## src/tpwg_pkg.sv

```systemverilog
// tagged pixel write gate: shared types, screen constants and controller codes
// no dependencies; used by tpwg_ctrl, tpwg_dp and tagged_pixel_write_gate
package tpwg_pkg;

    localparam int SCREEN_WIDTH  = 320;
    localparam int SCREEN_HEIGHT = 240;

    localparam int TAG_DEPTH = SCREEN_WIDTH * SCREEN_HEIGHT;
    localparam int TAG_AW    = (TAG_DEPTH > 1) ? $clog2(TAG_DEPTH) : 1;

    // coordinate magnitude and linear index widths
    localparam int COORD_W = 11;
    localparam int IDX_W   = 2 * COORD_W;
    localparam int PIX_W   = 17;

    localparam logic [1:0] TAG_CLEAR  = 2'd0;
    localparam logic [1:0] TAG_LOCKED = 2'd1;
    localparam logic [1:0] TAG_FORCED = 2'd2;

    localparam logic MODE_DRAW  = 1'b0;
    localparam logic MODE_CLEAR = 1'b1;

    typedef struct packed {
        logic               mode;
        logic signed [11:0] pos_x;
        logic signed [11:0] pos_y;
        logic [15:0]        colour_in;
        logic               draw_wanted;
        logic [1:0]         new_tag;
    } item_t;

    typedef struct packed {
        logic        fb_write;
        logic [16:0] pixel_index;
        logic [15:0] colour_out;
    } result_t;

    typedef enum logic [2:0] {
        ST_CLEAR,
        ST_IDLE,
        ST_CALC,
        ST_READ,
        ST_DECIDE
    } state_t;

    typedef struct packed {
        logic load;
        logic calc;
        logic read;
        logic decide;
        logic clr_start;
        logic clr_step;
        logic emit;
    } cmd_t;

    typedef struct packed {
        logic clr_last;
    } status_t;

endpackage

```

## src/tpwg_ctrl.sv

```systemverilog
// tagged pixel write gate: controller state machine
// depends on tpwg_pkg; drives the datapath through tpwg_pkg::cmd_t
module tpwg_ctrl (
    input  logic             clk,
    input  logic             rst_n,
    input  logic             start,
    input  logic             mode,
    input  tpwg_pkg::status_t status,
    output tpwg_pkg::cmd_t    cmd,
    output logic             busy
);

    tpwg_pkg::state_t state_reg;
    tpwg_pkg::state_t state_next;
    logic             report_reg;
    logic             report_next;

    always_ff @(posedge clk or negedge rst_n)
    begin
        if (!rst_n)
        begin
            state_reg  <= tpwg_pkg::ST_CLEAR;
            report_reg <= 1'b0;
        end
        else
        begin
            state_reg  <= state_next;
            report_reg <= report_next;
        end
    end

    // next state
    always_comb
    begin
        state_next  = state_reg;
        report_next = report_reg;
        case (state_reg)
            tpwg_pkg::ST_CLEAR:
            begin
                if (status.clr_last)
                begin
                    state_next  = tpwg_pkg::ST_IDLE;
                    report_next = 1'b0;
                end
            end
            tpwg_pkg::ST_IDLE:
            begin
                if (start)
                begin
                    if (mode == tpwg_pkg::MODE_CLEAR)
                    begin
                        state_next  = tpwg_pkg::ST_CLEAR;
                        report_next = 1'b1;
                    end
                    else
                    begin
                        state_next = tpwg_pkg::ST_CALC;
                    end
                end
            end
            tpwg_pkg::ST_CALC:   state_next = tpwg_pkg::ST_READ;
            tpwg_pkg::ST_READ:   state_next = tpwg_pkg::ST_DECIDE;
            tpwg_pkg::ST_DECIDE: state_next = tpwg_pkg::ST_IDLE;
            default:             state_next = tpwg_pkg::ST_IDLE;
        endcase
    end

    // outputs
    always_comb
    begin
        cmd  = '0;
        busy = 1'b1;
        case (state_reg)
            tpwg_pkg::ST_CLEAR:
            begin
                cmd.clr_step = 1'b1;
                cmd.emit     = status.clr_last & report_reg;
            end
            tpwg_pkg::ST_IDLE:
            begin
                busy          = 1'b0;
                cmd.load      = start;
                cmd.clr_start = start & (mode == tpwg_pkg::MODE_CLEAR);
            end
            tpwg_pkg::ST_CALC:   cmd.calc = 1'b1;
            tpwg_pkg::ST_READ:   cmd.read = 1'b1;
            tpwg_pkg::ST_DECIDE:
            begin
                cmd.decide = 1'b1;
                cmd.emit   = 1'b1;
            end
            default:             busy = 1'b1;
        endcase
    end

endmodule

```

## config.mk

```make
export PLATFORM = sky130hd
export DESIGN_NAME = tpwg_ctrl
export DESIGN_NICKNAME = d
export VERILOG_FILES = /design/src/tpwg_pkg.sv /design/src/tpwg_ctrl.sv
export SDC_FILE = /design/constraint.sdc
export NUM_CORES = 1
export LEC_CHECK = 0
export ABC_AREA = 1
export BUFFER_PORTS_ARGS = -buffer_cell sky130_fd_sc_hd__buf_2
export CAP_MARGIN = 15
export CORE_AREA = 10 10 47 49
export CTS_BUF_LIST = sky130_fd_sc_hd__clkbuf_16
export CTS_CLUSTER_SIZE = 12
export DETAILED_ROUTE_END_ITERATION = 6
export DIE_AREA = 0 0 57 59
export GPL_ROUTABILITY_DRIVEN = 1
export SLEW_MARGIN = 5
export SYNTH_ARGS = -nofsm -noshare
export SYNTH_HDL_FRONTEND = slang
export SYNTH_SLANG_ARGS = --single-unit
export TNS_END_PERCENT = 30
```

## constraint.sdc

```tcl
create_clock -name clk -period 1.3 [get_ports clk]
set_input_delay 0.26 -clock clk [delete_from_list [all_inputs] [get_ports clk]]
set_output_delay 0.26 -clock clk [all_outputs]
set_load 0.1 [all_outputs]
```

Word-level counts from Yosys, hierarchy flattened
Index checks and enable logic that the tools add are counted.
{ "word_totals": {"latchBits": 0, "regBits": 4, "input_bits": 5, "romBits": 0, "mem_count": 0, "word_cells": 31, "ramBits": 0, "out_inout_bits": 8} }
{ "classes": {"bitwise": 2, "n_reduce_logical": 4, "magnitude_cmp": 0, "mux": 16, "n_mul": 0, "div_mod_pow": 0, "shift": 0, "eq_ne": 7, "n_addsub": 0} }
{ "ops": {"columns": ["cell", "n"], "rows": [
  ["$pmux 3 s4", 1],
  ["$mux 1", 10],
  ["$eq 3x2->1 const B", 2],
  ["$mux 3", 2],
  ["$ne 2x2->1 const B", 3],
  ["$pmux 1 s2", 2],
  ["$reduce_and 4->1", 1],
  ["$eq 3x1->1 const B", 1],
  ["$eq 3x3->1 const B", 1],
  ["$logic_not 3->1", 1],
  ["$and 1x1->1", 2],
  ["$mux 2", 1],
  ["$reduce_and 2->1", 1],
  ["$reduce_bool 2->1", 1]
]} }

Depth between registers and ports, before layout
{ "depth": {"word_depth": 3, "ltp_mapped": 8, "mapped_depth_nobuf": 8} }

Worst setup path after synthesis
OpenSTA, ideal clock, no wires.
{ "synth_path": {"kind": "register -> register", "startpoint": "reg state_reg[0]", "endpoint": "reg state_reg[1]", "setup_slack_ps": -1565, "required_time_ps": 1219, "arrival_ps": 2785, "setup_time_ps": 81, "n_path_buf": 0, "path_stages_with_launch": 4, "period_less_slack_ps": 2865, "path_cell_list": "dfrtp_1 > nor3_1 > nor2_1 > nor2_1"} }
{ "synth_between": {"elab_chain_cells": 3, "elab_cells_between_ends": 8, "classes_between": "eq/ne: 5; mux: 1; reduce/logical: 2"} }
{ "synth_rtl": {"columns": ["element", "line", "rtl"], "rows": [
  ["start, declared", "tpwg_ctrl.sv:13", "tpwg_pkg::state_t state_reg;"],
  ["start signal, assigned", "tpwg_ctrl.sv:22", "state_reg <= tpwg_pkg::ST_CLEAR;"],
  ["start signal, assigned", "tpwg_ctrl.sv:27", "state_reg <= state_next;"],
  ["$eq 3x1->1 / $logic_not 3->1 (equally long branches)", "tpwg_ctrl.sv:37", "case (state_reg)"],
  ["$ne 2x2->1 (no line)", null, null],
  ["$reduce_and 2->1 (no line)", null, null]
]} }
Several ways; a longest one is shown, not always the timed one.
A chain may end at the register's enable or synchronous reset.

==> flow_summary.json <==
{
  "gpl.final_weighted_congestion": 0.8131,
  "hold_viol": 0,
  "status": "complete, but fails checks",
  "routedWlPerCell_microns": 10.36,
  "dp.cells": 76,
  "syn-instance-count": 41,
  "vias": 338,
  "antenna_left": 0,
  "most-common-layout-cells": "buf_4, buf_12, inv_1, nand2_1, nor2_1",
  "first_pass_iters": 2,
  "area_growth_pct": 161.6,
  "drtIter0Drc": 1,
  "rsz0062_at_grt": "yes",
  "worstRegToRegCells": 10,
  "final_cells": 86,
  "clk_latency_ns": 0.22,
  "die_area_sq_mm": 0.003363,
  "routed_wl_microns": 891,
  "vias_per_cell": 3.930,
  "cts_max_level": 1,
  "synth_nets": 46,
  "cts_buffers": 3,
  "io_pins": 13,
  "drive_above_1_share": 0.6000,
  "setup_ws_ns": -0.3124,
  "cts_sinks": 4,
  "synth.yosys.seq_area_share": 0.3791,
  "cp_data_arrival_time_ns": 1.35,
  "slew_headroom": 0.8502,
  "fp.dieW_microns": 57,
  "grt_max_degree": 5,
  "ys.warnings.count": 0,
  "drc": 0,
  "violations": "negative setup slack",
  "cts_tree": "done",
  "period_share": 1.240,
  "fin_area_sq_um": 690.7,
  "path_clk_slew_ns": 0.03,
  "min_period_ns": 1.612,
  "setup_viol": 9,
  "layout_commonest_cell": "buf_4",
  "n_antenna_cell": 0,
  "placementRows": 14,
  "cap_violations": 0,
  "synth.distinct_cells": 14,
  "overflow": 0,
  "tightest_slew_ns": 0.2223,
  "synth_area_per_cell_sq_um": 6.439,
  "min_path_type": "input pin to asynchronous set/reset pin",
  "antenna_found_initial": 0,
  "die_h_microns": 59,
  "cp-start-kind": "flip-flop",
  "worst_hold_slack_ns": 0.3688,
  "dp_hpwl_microns": 664.2,
  "core_area_sq_mm": 0.001401,
  "final_util": 0.4929,
  "fmaxAchievable_ghz": 0.6202,
  "portBuffers": 12,
  "placed_area_sq_um": 544.3,
  "synth_area_sq_um": 264.0,
  "grt_pass1_vias": 365,
  "synth_seq_cells": 4,
  "grt_pass1_wl_microns": 1449,
  "crit_required_ns": 1.04,
  "grt_usage": 0.05450,
  "critPathMaxFanout": 2,
  "finClkSkew_ns": 0.001769,
  "path_class": "flip-flop to primary output",
  "endpoint_kind": "primary output",
  "largest_register_ffs": 3,
  "final_max_slew_viol_count": 0,
  "cts_buffer_depth": 2,
  "start_util": 0.1884,
  "nNetsFinal": 77,
  "cts-root-buf": "clkbuf_16"
}
path summary, 6_finish.rpt:
kind	from	to	slack, ns
min in group clk	mode	state_reg[1]$_DFFE_PN0P_	0.37
worst min register to register	report_reg$_DFFE_PN0P_	report_reg$_DFFE_PN0P_	0.53
worst max register to register	state_reg[2]$_DFFE_PN0P_	report_reg$_DFFE_PN0P_	-0.07
worst min-delay path	rst_n	state_reg[1]$_DFFE_PN0P_	0.37
worst max-delay path	state_reg[2]$_DFFE_PN0P_	cmd[2]	-0.31
max in group asynchronous	rst_n	state_reg[2]$_DFFE_PN0P_	0.82
stage by stage:
stage | TNS (ns) | worst slack (ns)
5_1_grt | -2.320 | -0.3721
2_1_floorplan | -3.859 | -0.8337
4_1_cts | -1.664 | -0.3074
3_3_place_gp | -0.05395 | -0.04354
3_5_place_dp | -0.1215 | -0.07897
6_report | -1.804 | -0.3124
routing by layer:
layer | wire (microns) | GRT usage | vias up
met5 | 0 | 0 | -
met4 | 0 | 0.04027 | 0
met3 | 54 | 0.02146 | 0
met2 | 501 | 0.09612 | 6
met1 | 334 | 0.05000 | 155
li1 | - | - | 177
cells by family (layout without fill, tap and decap cells):
kind of cell           after synthesis  in the layout  synth area share
AO/OA/AOI/OAI                        2              2           0.03788
buffers and inverters               12             41            0.1848
flip-flops                           4              4            0.3792
AND/OR/NAND/NOR                     23             23            0.3981
worst max-delay path, stage by stage (launching register included):
cell and delay, ns:
dfrtp_1 0.38, inv_2 0.07, nand2_2 0.07, nor2_4 0.14, inv_6 0.04, nor2_4 0.09, nand2_2 0.08, clkinvlp_4 0.09
buf_12 0.17
Yosys cell counts (all sizes together):
library cell / number / share of area
nand3: 1 / 0.019
nor3: 1 / 0.019
buf: 1 / 0.028
dfrtp: 4 / 0.38
a21oi: 1 / 0.019
nor2: 10 / 0.18
inv: 11 / 0.16
nand3b: 1 / 0.028
nand2: 10 / 0.15
o21ai: 1 / 0.019
area by class of cell:
class	count	area [sq um]
well taps	16	20.02
multi-input cells	25	150.1
fillers	130	710.7
flip-flops and latches	4	100.1
inverters	11	50.05
clock buffers	3	75.07
repair buffers	27	295.3
repair_timing:
item / in CTS / in global routing
cloned: 0 / 0
pin swaps: 3 / 3
buffers inserted: 3 / 3
hold buffers: 1 / 0
endpoints found under the setup margin: 8 / 9
hold endpoints to repair: 4 / 0
gates resized for setup: 4 / 1
Power is not shown: default switching activity piles up to over one toggle a cycle in this logic, so the estimate is an artifact.
